## src/rtl/rcwp_pkg.sv

```systemverilog
// Shared types, characters and event codes of the command window parser.
`default_nettype none

package rcwp_pkg;

    // Window geometry: WINDOW_LEN plus one stored bytes.
    localparam int WINDOW_LEN = 16;
    localparam int WIN_DEPTH  = WINDOW_LEN + 1;
    localparam int STEP_W     = $clog2(WIN_DEPTH);

    // At most this many events per scan, followed by the done event.
    localparam int EVENT_CAP = 16;
    localparam int EVT_W     = $clog2(EVENT_CAP + 1);

    typedef logic [7:0]        t_byte;
    typedef logic signed [7:0] t_speed;
    typedef logic [2:0]        t_kind;
    typedef logic [3:0][7:0]   t_taps;

    // Window control: advance by one place, and choose what enters the tail.
    typedef struct packed {
        logic  shift_en;
        logic  load_sel;
        logic  clear_head;
        t_byte din;
    } t_win_ctrl;

    // Event codes.
    localparam t_kind KIND_STOP  = 3'd4;
    localparam t_kind KIND_SPEED = 3'd5;
    localparam t_kind KIND_DONE  = 3'd6;

    // Characters the scan looks for.
    localparam t_byte CH_F     = 8'h46;
    localparam t_byte CH_X     = 8'h58;
    localparam t_byte CH_Y     = 8'h59;
    localparam t_byte CH_S     = 8'h53;
    localparam t_byte CH_MINUS = 8'h2D;
    localparam t_byte CH_0     = 8'h30;
    localparam t_byte CH_1     = 8'h31;
    localparam t_byte CH_4     = 8'h34;
    localparam t_byte CH_9     = 8'h39;

    localparam int SPEED_MAX = 99;

endpackage

`default_nettype wire

```

## src/rtl/rcwp_window.sv

```systemverilog
// Byte window held as a shift line that appends a byte or rotates in place, optionally clearing the head.
`default_nettype none

module rcwp_window
    import rcwp_pkg::*;
(
    input  wire logic      i_clk,
    input  wire logic      i_rst_n,
    input  wire t_win_ctrl i_ctrl,
    output t_taps          o_taps
);

    t_byte r_win [WIN_DEPTH];
    t_byte n_tail;

    // The tail takes a new byte on append, a zero when the head is cleared, or the old head on rotation.
    always_comb begin
        if (i_ctrl.load_sel) begin
            n_tail = i_ctrl.din;
        end else if (i_ctrl.clear_head) begin
            n_tail = '0;
        end else begin
            n_tail = r_win[0];
        end
    end

    // Every step moves all bytes one place toward the head.
    always_ff @(posedge i_clk) begin
        if (!i_rst_n) begin
            for (int k = 0; k < WIN_DEPTH; k++) begin
                r_win[k] <= '0;
            end
        end else if (i_ctrl.shift_en) begin
            for (int k = 0; k < WIN_DEPTH - 1; k++) begin
                r_win[k] <= r_win[k + 1];
            end
            r_win[WIN_DEPTH - 1] <= n_tail;
        end
    end

    // The scan looks at the head and the three bytes behind it.
    always_comb begin
        for (int k = 0; k < 4; k++) begin
            o_taps[k] = r_win[k];
        end
    end

endmodule

`default_nettype wire

```

## src/rtl/rcwp_value_unit.sv

```systemverilog
// Speed value parser applied to the three bytes after a speed marker.
`default_nettype none

module rcwp_value_unit
    import rcwp_pkg::*;
(
    input  wire t_byte i_b1,
    input  wire t_byte i_b2,
    input  wire t_byte i_b3,
    output t_speed     o_value
);

    logic signed [12:0] d1;
    logic signed [12:0] d2;
    logic signed [12:0] d3;
    logic signed [12:0] pos_val;
    logic signed [12:0] neg_val;
    logic signed [12:0] raw_val;
    logic               b2_digit;

    // Digit offsets; a byte that is no digit gives an offset outside 0 to 9.
    assign d1 = $signed({5'b0, i_b1}) - 13'sd48;
    assign d2 = $signed({5'b0, i_b2}) - 13'sd48;
    assign d3 = $signed({5'b0, i_b3}) - 13'sd48;

    // Times ten as two shifts and an add.
    assign pos_val = (d1 <<< 3) + (d1 <<< 1) + d2;
    assign neg_val = -((d2 <<< 3) + (d2 <<< 1) + d3);

    assign b2_digit = (i_b2 >= CH_0) && (i_b2 <= CH_9);

    // A minus sign wins over the digit check; then clamp out-of-range to zero.
    always_comb begin
        if (i_b1 == CH_MINUS) begin
            raw_val = neg_val;
        end else if (b2_digit) begin
            raw_val = pos_val;
        end else begin
            raw_val = '0;
        end
        if ((raw_val > 13'(SPEED_MAX)) || (raw_val < -13'(SPEED_MAX))) begin
            o_value = '0;
        end else begin
            o_value = raw_val[7:0];
        end
    end

endmodule

`default_nettype wire

```

## src/rtl/remote_command_window_parser_core.sv

```systemverilog
// Command window parser top level: scan sequencer, speed state and result register.
//
//  Channel | Handshake               | Payload
//  --------+-------------------------+---------------------------------------------
//  input   | i_in_valid / o_in_ready | i_cmd, i_data_byte
//  output  | o_out_valid/ i_out_ready| o_event_kind, o_forward_value, o_turn_value,
//          |                         | o_last_flag
//
// A scan rotates the window through the head tap twice, one byte per cycle while the
// output side does not stall, then issues the done event.
// Each rotation step waits while the result register holds an untaken event.
// Reset clears the window, both speeds and the sequencer.
`default_nettype none

module remote_command_window_parser_core
    import rcwp_pkg::*;
(
    input  wire logic  i_clk,
    input  wire logic  i_rst_n,
    input  wire logic  i_in_valid,
    output logic       o_in_ready,
    input  wire logic  i_cmd,
    input  wire t_byte i_data_byte,
    output logic       o_out_valid,
    input  wire logic  i_out_ready,
    output t_kind      o_event_kind,
    output t_speed     o_forward_value,
    output t_speed     o_turn_value,
    output logic       o_last_flag
);

    localparam logic [1:0] S_IDLE  = 2'd0;
    localparam logic [1:0] S_PASS1 = 2'd1;
    localparam logic [1:0] S_PASS2 = 2'd2;
    localparam logic [1:0] S_DONE  = 2'd3;

    logic [1:0]        r_state, n_state;
    logic [STEP_W-1:0] r_step, n_step;
    logic [EVT_W-1:0]  r_evt, n_evt;
    t_speed            r_fwd, n_fwd;
    t_speed            r_turn, n_turn;

    logic              r_o_valid;
    t_kind             r_o_kind;
    t_speed            r_o_fwd;
    t_speed            r_o_turn;
    logic              r_o_last;

    t_win_ctrl         win_ctrl;
    t_taps             taps;
    t_speed            value;
    t_byte             btn_off;
    logic              out_free;
    logic              last_step;
    logic              emit;
    logic              emit_ok;
    t_kind             emit_kind;

    rcwp_window u_window (
        .i_clk   (i_clk),
        .i_rst_n (i_rst_n),
        .i_ctrl  (win_ctrl),
        .o_taps  (taps)
    );

    rcwp_value_unit u_value (
        .i_b1    (taps[1]),
        .i_b2    (taps[2]),
        .i_b3    (taps[3]),
        .o_value (value)
    );

    assign out_free  = !r_o_valid || i_out_ready;
    assign last_step = (r_step == STEP_W'(WIN_DEPTH - 1));
    assign btn_off   = taps[1] - CH_1;

    // Sequencer: each scan step inspects the head byte and rotates the window.
    always_comb begin
        n_state            = r_state;
        n_step             = r_step;
        n_fwd              = r_fwd;
        n_turn             = r_turn;
        win_ctrl.shift_en   = 1'b0;
        win_ctrl.load_sel   = 1'b0;
        win_ctrl.clear_head = 1'b0;
        win_ctrl.din        = i_data_byte;
        emit               = 1'b0;
        emit_kind          = KIND_DONE;
        case (r_state)
            S_IDLE: begin
                if (i_in_valid) begin
                    if (!i_cmd) begin
                        win_ctrl.shift_en = 1'b1;
                        win_ctrl.load_sel = 1'b1;
                    end else begin
                        n_state = S_PASS1;
                        n_step  = '0;
                    end
                end
            end
            S_PASS1: begin
                if (out_free) begin
                    win_ctrl.shift_en = 1'b1;
                    if ((r_step < STEP_W'(WINDOW_LEN)) && (taps[0] == CH_F)) begin
                        win_ctrl.clear_head = 1'b1;
                        if ((taps[1] >= CH_1) && (taps[1] <= CH_4)) begin
                            emit      = 1'b1;
                            emit_kind = btn_off[2:0];
                        end else if (taps[1] == CH_S) begin
                            emit      = 1'b1;
                            emit_kind = KIND_STOP;
                        end
                    end
                    if (last_step) begin
                        n_state = S_PASS2;
                        n_step  = '0;
                    end else begin
                        n_step = r_step + 1'b1;
                    end
                end
            end
            S_PASS2: begin
                if (out_free) begin
                    win_ctrl.shift_en = 1'b1;
                    if (r_step < STEP_W'(WINDOW_LEN - 2)) begin
                        if (taps[0] == CH_X) begin
                            win_ctrl.clear_head = 1'b1;
                            n_fwd              = value;
                            emit               = (value != r_fwd);
                            emit_kind          = KIND_SPEED;
                        end else if (taps[0] == CH_Y) begin
                            win_ctrl.clear_head = 1'b1;
                            n_turn             = value;
                            emit               = (value != r_turn);
                            emit_kind          = KIND_SPEED;
                        end
                    end
                    if (last_step) begin
                        n_state = S_DONE;
                    end else begin
                        n_step = r_step + 1'b1;
                    end
                end
            end
            S_DONE: begin
                if (out_free) begin
                    emit    = 1'b1;
                    n_state = S_IDLE;
                end
            end
            default: begin
                n_state = S_IDLE;
            end
        endcase
    end

    // Events past the cap still update the speeds but are not sent.
    assign emit_ok = emit && ((emit_kind == KIND_DONE) || (r_evt < EVT_W'(EVENT_CAP)));

    always_comb begin
        n_evt = r_evt;
        if ((r_state == S_IDLE) && i_in_valid && i_cmd) begin
            n_evt = '0;
        end else if (emit_ok && (emit_kind != KIND_DONE)) begin
            n_evt = r_evt + 1'b1;
        end
    end

    // Control and speed state.
    always_ff @(posedge i_clk) begin
        if (!i_rst_n) begin
            r_state <= S_IDLE;
            r_step  <= '0;
            r_evt   <= '0;
            r_fwd   <= '0;
            r_turn  <= '0;
        end else begin
            r_state <= n_state;
            r_step  <= n_step;
            r_evt   <= n_evt;
            r_fwd   <= n_fwd;
            r_turn  <= n_turn;
        end
    end

    // Result register: holds one event until the output transaction completes.
    always_ff @(posedge i_clk) begin
        if (!i_rst_n) begin
            r_o_valid <= 1'b0;
        end else if (emit_ok) begin
            r_o_valid <= 1'b1;
        end else if (i_out_ready) begin
            r_o_valid <= 1'b0;
        end
    end

    always_ff @(posedge i_clk) begin
        if (emit_ok) begin
            r_o_kind <= emit_kind;
            r_o_fwd  <= n_fwd;
            r_o_turn <= n_turn;
            r_o_last <= (emit_kind == KIND_DONE);
        end
    end

    assign o_in_ready      = (r_state == S_IDLE);
    assign o_out_valid     = r_o_valid;
    assign o_event_kind    = r_o_kind;
    assign o_forward_value = r_o_fwd;
    assign o_turn_value    = r_o_turn;
    assign o_last_flag     = r_o_last;

endmodule

`default_nettype wire

```

## config.mk

```make
export PLATFORM = sky130hd
export DESIGN_NAME = remote_command_window_parser_core
export DESIGN_NICKNAME = d
export VERILOG_FILES = /design/src/rtl/rcwp_pkg.sv /design/src/rtl/rcwp_window.sv /design/src/rtl/rcwp_value_unit.sv /design/src/rtl/remote_command_window_parser_core.sv
export SDC_FILE = /design/constraint.sdc
export NUM_CORES = 1
export LEC_CHECK = 0
export BUFFER_PORTS_ARGS = -buffer_cell sky130_fd_sc_hd__buf_2
export CORE_ASPECT_RATIO = 0.8
export CORE_MARGIN = 3
export CORE_UTILIZATION = 55
export CTS_CLUSTER_SIZE = 16
export DETAILED_ROUTE_END_ITERATION = 7
export PLACE_DENSITY = 0.74
export SYNTH_ARGS = -nofsm -noshare
export SYNTH_HDL_FRONTEND = slang
export SYNTH_HIERARCHICAL = 1
export SYNTH_SLANG_ARGS = --single-unit
```

## constraint.sdc

```tcl
create_clock -name i_clk -period 6.5 [get_ports i_clk]
set_input_delay 0.975 -clock i_clk [delete_from_list [all_inputs] [get_ports i_clk]]
set_output_delay 0.975 -clock i_clk [all_outputs]
set_load 0.05 [all_outputs]
```

-- After elaboration in Yosys (flattened, before gate mapping)
Memories as Yosys holds them, arrays and structs flattened.
Index checks and enable logic that the tools add are counted.
- output and inout port bits: 22
- memories: 1
- bits in writable memories: 136
- bits in registers: 49
- input port bits: 13
- logic and storage cells: 170
- memory list (name ; depth ; width ; rd ports ; clocked after memory_dff ; write ports ; RTL line ; source):
    u_window.r_win ; 17 ; 8 ; 17 ; 0 ; 17 ; rcwp_window.sv:13 ; t_byte r_win [WIN_DEPTH];
- bitwise gates (word level): 18
- order comparisons: 9
- reduce and logical (&&, ||, !) cells: 18
- equal/unequal tests: 21
- muxes and demuxes: 82
- add/subtract/negate cells: 11
- operators with widths (operator ; number):
    $mux 8 ; 29
    $add 13x13->13 ; 4
    $eq 8x7->1 const B ; 4
    $mux 5 ; 6
    $mux 2 ; 14
    $sub 8x6->9 const B ; 3
    $mux 13 ; 2
    $mux 1 ; 22
    $or 1x1->1 ; 17
    $ge 8x6->1 const B ; 2
    $le 8x6->1 const B ; 2
    $ne 8x8->1 ; 2
    $pmux 5 s3 ; 1
    $ne 2x2->1 const B ; 7
    $gt 13x8->1 const B ; 1
    $lt 13x8->1 const B ; 1
    $neg 13->13 ; 1
    $add 5x1->5 const B ; 2
    $lt 5x5->1 const B ; 2
    $mux 3 ; 3
    $eq 8x6->1 const B ; 1
    $pmux 2 s4 ; 1
    $logic_and 1x1->1 ; 7
    $reduce_and 7->1 ; 1
    other kinds (19) ; 24

-- Longest topological paths before layout
Gate-level depths: netlist of run 1.
An unclocked memory read counts as a cell.
- depth after elaboration: 17
- gate-level depth with buffers: 25
- gate-level depth less buffers: 23

-- Cells and area by module
The synthesis of run 1 kept the hierarchy.
- by module, submodules not included (module ; cells an instance ; area an instance (um2) ; seq. area each (um2) ; times used):
    rcwp_window ; 351 ; 5393.9 ; 4083.9 ; 1
    remote_command_window_parser_core ; 235 ; 2611.3 ; 1181.1 ; 1
    rcwp_value_unit ; 261 ; 2084.5 ; 0.0 ; 1

-- Least setup slack after synthesis of run 1
OpenSTA, ideal clock, no wires.
- path type: reg-to-reg
- from: memory u_window/r_win[0][20] (netlist bit)
- to: register r_o_kind[0] (netlist: o_event_kind[0]), enable pin
- slack: 0.380 ns
- clock period less this slack: 6.120 ns
- arrival: 5.736 ns
- library setup time: 0.384 ns
- buffers on the path: 2
- data required time: 6.116 ns
- cell stages (with the launch flop): 22
- path through: edfxtp_1 buf_4 ha_1 nor3_1 inv_1 ha_1 xor2_1 ha_1 ha_1 a21oi_1 a21boi_0 a2111oi_0 a211oi_1 or4_1 buf_6 a21oi_1 xor2_1 nor4_1 nand3_1 o31ai_1 o22ai_2 a21boi_2
- RTL lines (element ; RTL line ; source):
    from (decl) ; rcwp_window.sv:13 ;
    to (signal assigned) ; remote_command_window_parser_core.sv:199 ; r_o_kind <= emit_kind;
    to (decl) ; remote_command_window_parser_core.sv:44 ; t_kind r_o_kind;

==> impl_metrics.ini, run 1 <==
[outcome]
outcome = completed

[clock_network]
cts_tree = done
path_clk_slew_ps = 60
clockBufferDepth = 2
ctsHtreeMaxLevel = 4
hold_buffers = 0
cts_root_buffer = clkbuf_16
clock_latency_ps = 420
clock-sinks = 185
cts-buffers-inserted = 17

[final_layout]
drive_gt1_share_pct = 14.3
final_nets = 933
fin_util_pct = 61.6
areaGrowthSynthToFinish_pct = 7.76
num_antenna_cells = 0
layoutNonFillerInstCount = 1088

[critical_path]
worstSetupPathType = flip-flop to flip-flop
endpoint_kind = flip-flop
critPathLaunchType = flip-flop
cp.arrival_ps = 6420
crit_chain = ha_1 -> xnor2_1 -> buf_4 -> fa_1 -> inv_1 -> ha_1 -> ha_1 -> a21oi_1 -> o21a_1 -> o31ai_1 -> o31ai_1 -> xnor2_1 -> a22oi_2 -> or4_1 -> a21oi_1 -> buf_4 -> xnor2_1 -> nand4_1 -> o31ai_1 -> o22ai_2 -> a21boi_2 -> o21a_1
crit_slowest_cell = or4_1
crit_path_max_fanout = 10
slowest_delay_ps = 710
cp.required_ps = 6820

[logic_synthesis]
synth_area_leaders = edfxtp_1 46%, and3_1 8.0%, ha_1 6.6%
synth_cell_types = 86
synthArstFlopShare_pct = 0
synth-edff-count = 156
seq_area_frac_synth_pct = 52.2
syn_inst = 847
ys.flop_type = edfxtp_1
synth_fp_nets = 928
synth_seq_cells = 185
synth_area_um2 = 10100
avgSynthCellArea_um2 = 11.9
ys_warn_count = 6
yosys.area.top_type = edfxtp_1
synth_top_area_share_pct = 46.4

[routing]
drc = 0
wl_per_cell_um = 17.1
routed-via-count = 6310
dr.pass1.iters = 5
routed_wl_um = 18600
drtIter0Drc = 486
via_per_inst = 5.80
ant_nets = 0

[timing]
period_needed_ps = 6100
fmax_mhz = 164
rsz0062_at_grt = no
setup-tns-final_ps = 0
relSlewSlack_pct = 37.1
hold_viol = 0
hold_slack_ps = 488
fin_skew_ps = 11.8
worst_pin_slew_ps = 944
slew_viol_final = 0
setup_viol = 0
fin_crit_sh_pct = 93.8

[floorplanning]
rows = 43
start_util_pct = 57.2
die_width_um = 157
num_io_pins = 35
die_h_um = 127
core_um2 = 17600
die-area_um2 = 20000

[worst_hold_path]
hold_path_class = flip-flop to flip-flop

[place]
portBuffers = 34
place_congestion = 0.908
dp.cells = 1057
dp_hpwl_um = 12500

[run]
drv_cap = 0

[grt]
grt_usage_pct = 19.4
grt_overflow = 0
grt_pass1_vias = 6269
grt_pass1_wl_um = 31000
grt_max_degree = 86
antenna_found_initial = 0
## final timing paths
kind,startpoint,end,slack [ps],depth (start not counted)
setup reg to reg,u_window/r_win[0][20]$_SDFFCE_PN0P_,o_out_valid$_SDFFE_PN0P_,400,22
setup / recovery,u_window/r_win[0][20]$_SDFFCE_PN0P_,o_out_valid$_SDFFE_PN0P_,400,22
hold reg to reg,r_evt[2]$_SDFFE_PP0P_,r_evt[2]$_SDFFE_PP0P_,490,2
hold / removal,r_evt[2]$_SDFFE_PP0P_,r_evt[2]$_SDFFE_PP0P_,490,2
## cell type report
| cell class | instances | area, um2 |
|---|---|---|
| inverter | 54 | 203 |
| tap | 225 | 282 |
| clock inverter | 11 | 139 |
| clock buffer | 19 | 433 |
| sequential | 185 | 5270 |
| fill | 1364 | 6770 |
| multi-input combinational | 542 | 4240 |
| timing repair buffer | 52 | 308 |
## registers in the layout, indices dropped and copies added (netlist names)
name             count
o_event_kind         3
o_forward_value      8
o_last_flag          1
o_out_valid          1
o_turn_value         8
r_evt                5
r_fwd                8
r_state              2
r_step               5
r_turn               8
u_window/r_win     136
## cells in the final DEF (no fill, tap or decap), drive strengths merged, types with 8 or more instances in the layout
cell type,n
edfxtp,156
and3,130
inv,59
ha,53
buf,52
nand2,36
a21oi,35
nor2,34
dfxtp,29
xor2,23
xnor2,21
clkbuf,19
and2,18
mux2,16
fa,15
o21ai,13
or3b,10
nand3,9
nand4,8
a22oi,8
## timing repair
item,CTS,global route
endpoints found under the setup margin,0,21
setup buffers,0,0
gates resized for setup,0,1
## stage by stage
step | setup slack [ps] | instance area (um2)
after floorplan | 380 | 10100
after global placement | 345 | 10300
after detailed placement | 125 | 10300
after CTS | 101 | 10900
after global routing | 11.3 | 10900
final | 404 | 10900
## cells by family (layout without fill, tap and decap cells)
logic type / after synthesis / count (layout) / share of synthesized area, %
multiplexers: 21 / 21 / 2.28
flip-flops: 185 / 185 / 52.2
AO/OA/AOI/OAI: 107 / 108 / 7.37
XOR/XNOR: 44 / 44 / 3.82
adder cells (fa/ha/maj): 68 / 68 / 9.55
AND/OR/NAND/NOR: 301 / 301 / 18.7
buffers and inverters: 121 / 136 / 6.13
## layer usage
metal,vias to the layer above,wire (um),global-route usage (%)
met5,-,0,0
met4,0,267,5.92
met3,24,1060,5.76
met2,145,8450,29.2
met1,3075,8830,27.5
li1,3066,-,-
## Yosys cell counts (all sizes together) (4+ instances only)
master / instances
edfxtp: 156
and3: 130
inv: 54
ha: 53
buf: 38
nand2: 36
a21oi: 35
nor2: 34
dfxtp: 29
clkbuf: 27
xor2: 23
xnor2: 21
and2: 18
mux2: 16
fa: 15
o21ai: 13
or3b: 10
nand3: 9
a22oi: 8
nand4: 8
a211oi: 7
nand2b: 7
a31oi: 6
nor3: 6
o31ai: 6
mux2i: 5
nor2b: 5
nor4: 5
o21a: 5
or2b: 5
or3: 5
o22ai: 4
or2: 4
## worst max-delay path, delay by kind of cell (launching register included)
kind	cells	cell delay, ps
XOR/XNOR	3	460
adder cells (fa/ha/maj)	4	1450
AO/OA/AOI/OAI	10	2350
flip-flops	1	500
buffers and inverters	3	390
AND/OR/NAND/NOR	2	830
Power of run 1 is not shown: default switching activity piles up to over one toggle a cycle in this logic, so the estimate is an artifact.
==> inputs of run 2 (changes only) <==
Clock period 6.5 ns to 5.5 ns, I/O delays scaled along.
==> run 2 against run 1 <==
Net effect: the flow now finishes with violations (negative setup slack); final cell count up 5.1%; flip-flop and latch count unchanged; utilization up 4.3 points; largest cell class unchanged; highest routed layer unchanged.
==> impl_metrics.ini, run 2 (synthesized netlist as in run 1, its figures left out) <==
[timing]
hold_viol = 0
rsz0062_at_grt = yes
slew_viol_final = 0
hold_slack_ps = 495
fin_crit_sh_pct = 102
worst_pin_slew_ps = 1130
fmax_mhz = 179
layout_setup_ws_ps = -96.5
setup_viol = 14
period_needed_ps = 5600
fin_skew_ps = 8.07
relSlewSlack_pct = 24.8

[final_layout]
layoutNonFillerInstCount = 1143
final_cell_mix = 156 x edfxtp_1, 129 x and3_1, 71 x buf_4, 49 x inv_1, 48 x ha_1
final_nets = 987
drive_gt1_share_pct = 23.4
final_common_cell = edfxtp_1
num_antenna_cells = 0
areaGrowthSynthToFinish_pct = 15.3
largest_reg_flops = 136
regMostFlops = u_window/r_win

[clock_network]
cts_tree = done
clock-sinks = 185
hold_buffers = 0
ctsHtreeMaxLevel = 4
cts_root_buffer = clkbuf_16
cts-buffers-inserted = 17
clock_latency_ps = 420
clockBufferDepth = 2
path_clk_slew_ps = 60

[run]
drv_cap = 0

[critical_path]
worstSetupPathType = flip-flop to flip-flop
worstSetupStartpoint = u_window/r_win[0][29]$_SDFFCE_PN0P_
cp.arrival_ps = 5780
slowest_delay_ps = 610
critPathLaunchType = flip-flop
crit_chain = ha_4 -> inv_2 -> fa_1 -> ha_1 -> ha_4 -> o21a_1 -> o31a_1 -> or4_4 -> a31oi_4 -> mux2i_2 -> o21ai_1 -> or4_4 -> a22oi_4 -> xor2_1 -> nor4_2 -> nand3_1 -> o31ai_4 -> o22ai_2 -> a21boi_4 -> buf_12
endpoint_kind = flip-flop
crit_path_max_fanout = 11
cp.required_ps = 5680
r2r-start = u_window/r_win[0][29]$_SDFFCE_PN0P_
crit_slowest_cell = or4_4

[routing]
dr.pass1.iters = 5
ant_nets = 0
drc = 0
drtIter0Drc = 451
via_per_inst = 5.83
wl_per_cell_um = 17.7
routed_wl_um = 20200
routed-via-count = 6658

[grt]
grt_usage_pct = 20.8
antenna_found_initial = 0
grt_max_degree = 151
grt_overflow = 0
grt_pass1_vias = 6665
grt_pass1_wl_um = 33300

[floorplanning]
die_h_um = 127
rows = 43
num_io_pins = 35
core_um2 = 17600
die_width_um = 157
die-area_um2 = 20000
start_util_pct = 57.2

[worst_hold_path]
hold_path_class = flip-flop to flip-flop
hold_path.startpoint = r_evt[1]$_SDFFE_PP0P_

[outcome]
outcome = finished with violations
violations = negative setup slack

[place]
dp.cells = 1108
place_congestion = 0.951
dp_hpwl_um = 13400
portBuffers = 34
## run 2: cell count changes in the layout (fill, tap and decap cells not counted), moves of 3 or more
cell	previous run	this run
o31ai_4	0	3
o31ai_1	6	2
xnor2_1	21	16
a21oi_1	34	26
buf_4	19	71
xnor2_2	0	5
ha_1	53	48
ha_4	0	5
a21oi_2	0	6
## run 2: area by class of cell
class	instances	area (um2)
clock buffers	19	433
well taps	225	282
fillers	1312	6010
inverters	54	203
flip-flops and latches	185	5270
multi-input cells	543	4570
repair buffers	105	718
clock inverters	12	164
## run 2: timing repair
item	CTS	global route
resized for setup	14	38
setup buffers	1	3
setup endpoints to repair	26	26
endpoints found under the hold margin	0	0
pin swaps	4	20
cloned	1	1
## run 2: metrics by stage
step           setup slack (ps)  instance area (um2)  util (%)  TNS (ps)
3_3_place_gp               -100                10700      60.6     -1680
5_1_grt                    -229                11600      65.9     -4220
3_5_place_dp               -377                10700      60.6     -8880
2_1_floorplan              21.1                10100         -         0
6_report                  -96.5                11600      65.9     -1040
4_1_cts                    3.96                11400      64.6         0
## run 2: worst paths after layout
kind | to | slack [ps] | cells after the start
setup / recovery | o_forward_value[4]$_DFFE_PP_ | -100 | 20
hold / removal | r_evt[1]$_SDFFE_PP0P_ | 490 | 2
setup reg to reg | o_forward_value[4]$_DFFE_PP_ | -100 | 20
hold reg to reg | r_evt[1]$_SDFFE_PP0P_ | 490 | 2
## run 2: per-layer routing
layer	global-route usage [%]	vias to the layer above	wire length, um
met5	0	-	0
met4	5.15	0	301
met1	28.7	3266	9210
li1	-	3184	-
met3	5.35	38	1080
met2	33.4	170	9590
## run 2: critical path, delay by kind of cell, from the launching register on
kind / cells / cell delay, ps
and+or+nand+nor: 4 / 1720
buffers and inverters: 2 / 200
xor gates and xnor gates: 1 / 120
muxes: 1 / 260
adders and majority gates: 4 / 1300
DFF: 1 / 450
AOI/OAI and AO/OA: 8 / 1300
Power of run 2 is left out for the same reason.
==> inputs of run 3 (changes only) <==
Settings changed: CTS_CLUSTER_DIAMETER set to 60, PLACE_DENSITY 0.74 to 0.71.
Clock period 5.5 ns to 6.3 ns, I/O delays scaled along.
==> run 3 against run 2 <==
Net effect: the run now ends clean; final area is 6.0% lower; utilization is 4.0 points lower; critical path type unchanged; via count down 4.3%; largest cell class unchanged; flip-flop and latch count did not move; critical path depth did not move; worst setup slack gained 310 ps; non-clock buffer count down 50; clock skew is 17 ps higher; wire length fell by 4.6%; hold slack improved by 23 ps; register-to-register slack better by 310 ps.
==> impl_metrics.ini, run 3 (synthesized netlist as in run 1, its figures left out) <==
[outcome]
outcome = completed

[grt]
grt_usage_pct = 19.6
grt_pass1_wl_um = 31200
grt_overflow = 0
grt_max_degree = 130
grt_pass1_vias = 6336
antenna_found_initial = 0

[critical_path]
crit_chain = ha_1 -> or3_2 -> fa_1 -> inv_1 -> ha_1 -> a21oi_1 -> nand2_1 -> o21ai_0 -> o21ai_0 -> xor2_1 -> a22oi_2 -> or4_1 -> a21oi_1 -> xor2_1 -> nor4_1 -> nand3_1 -> o31ai_2 -> o22ai_2 -> a21boi_4 -> o21a_1
endpoint_kind = flip-flop
critPathLaunchType = flip-flop
cp.required_ps = 6630
crit_path_max_fanout = 10
cp.arrival_ps = 6410
slowest_delay_ps = 710
crit_slowest_cell = or4_1
worstSetupPathType = flip-flop to flip-flop

[run]
drv_cap = 0

[floorplanning]
die_h_um = 127
die-area_um2 = 20000
die_width_um = 157
num_io_pins = 35
core_um2 = 17600
start_util_pct = 57.2
rows = 43

[timing]
fmax_mhz = 164
slew_viol_final = 0
layout_setup_ws_ps = 218
worst_pin_slew_ps = 979
hold_viol = 0
setup_viol = 0
rsz0062_at_grt = no
fin_crit_sh_pct = 96.5
relSlewSlack_pct = 34.8
fin_skew_ps = 25.1
hold_slack_ps = 517
period_needed_ps = 6080

[clock_network]
path_clk_slew_ps = 80
clockBufferDepth = 2
cts-buffers-inserted = 17
hold_buffers = 0
ctsHtreeMaxLevel = 4
cts_setup_buffers = 0
clock_latency_ps = 440
cts_tree = done
clock-sinks = 185
cts_root_buffer = clkbuf_16

[final_layout]
final_cell_mix = 156 x edfxtp_1, 129 x and3_1, 53 x ha_1, 51 x inv_1, 36 x nand2_1
areaGrowthSynthToFinish_pct = 8.35
regMostFlops = u_window/r_win
final_nets = 936
largest_reg_flops = 136
final_common_cell = edfxtp_1
num_antenna_cells = 0
drive_gt1_share_pct = 14.9

[routing]
ant_nets = 0
routed-via-count = 6372
drc = 0
routed_wl_um = 19200
wl_per_cell_um = 17.6
drtIter0Drc = 481
dr.pass1.iters = 7
via_per_inst = 5.83

[place]
post-place-ws_ps = -33.0
place_congestion = 0.908
dp_hpwl_um = 12700
portBuffers = 34

[worst_hold_path]
hold_path_class = flip-flop to flip-flop
## run 3: what timing repair did
| action | 4_1_cts | 5_1_grt |
|---|---|---|
| setup endpoints to repair | 20 | 21 |
| pin swaps | 0 | 0 |
| resized for setup | 1 | 2 |
| cloned | 0 | 1 |
## run 3: critical path: cells and delay by family (launching register included)
family	cells	cell delay [ps]
buffers and inverters	1	40
AOI/OAI and AO/OA	9	1990
and+or+nand+nor	5	2030
xor gates and xnor gates	2	330
adders and majority gates	3	1110
DFF	1	460
## run 3: layout make-up
cell class                      count  area [um2]
Tap cell                          225         282
Clock buffer                       18         429
Fill cell                        1382        6720
Sequential cell                   185        5270
Multi-Input combinational cell    542        4260
Timing Repair Buffer               55         343
Clock inverter                     14         154
Inverter                           54         203
## run 3: layer usage
layer | track usage [%] | up-vias | routed length [um]
met5 | 0 | - | 0
met4 | 5.71 | 0 | 274
met3 | 4.44 | 28 | 857
met2 | 29.1 | 142 | 8530
met1 | 29.1 | 3120 | 9580
li1 | - | 3082 | -
## run 3: final timing paths
kind                                                          start                       end  slack [ps]  depth (start not counted)
worst min-delay path                          r_evt[1]$_SDFFE_PP0P_     r_evt[1]$_SDFFE_PP0P_         520                          2
worst max register to register  u_window/r_win[0][12]$_SDFFCE_PN0P_  o_out_valid$_SDFFE_PN0P_         220                         20
worst max-delay path            u_window/r_win[0][12]$_SDFFCE_PN0P_  o_out_valid$_SDFFE_PN0P_         220                         20
worst min register to register                r_evt[1]$_SDFFE_PP0P_     r_evt[1]$_SDFFE_PP0P_         520                          2
## run 3: stage by stage
step / instance area, um2 / utilization [%] / std cells / setup TNS (ps)
global route: 10900 / 61.9 / 1093 / 0
CTS: 10900 / 61.8 / 1092 / 0
finish: 10900 / 61.9 / 1093 / 0
detailed placement: 10300 / 58.5 / 1060 / -618
global placement: 10300 / 58.5 / 1060 / 0
floorplan: 10100 / - / 847 / 0
Power of run 3 is left out for the same reason.
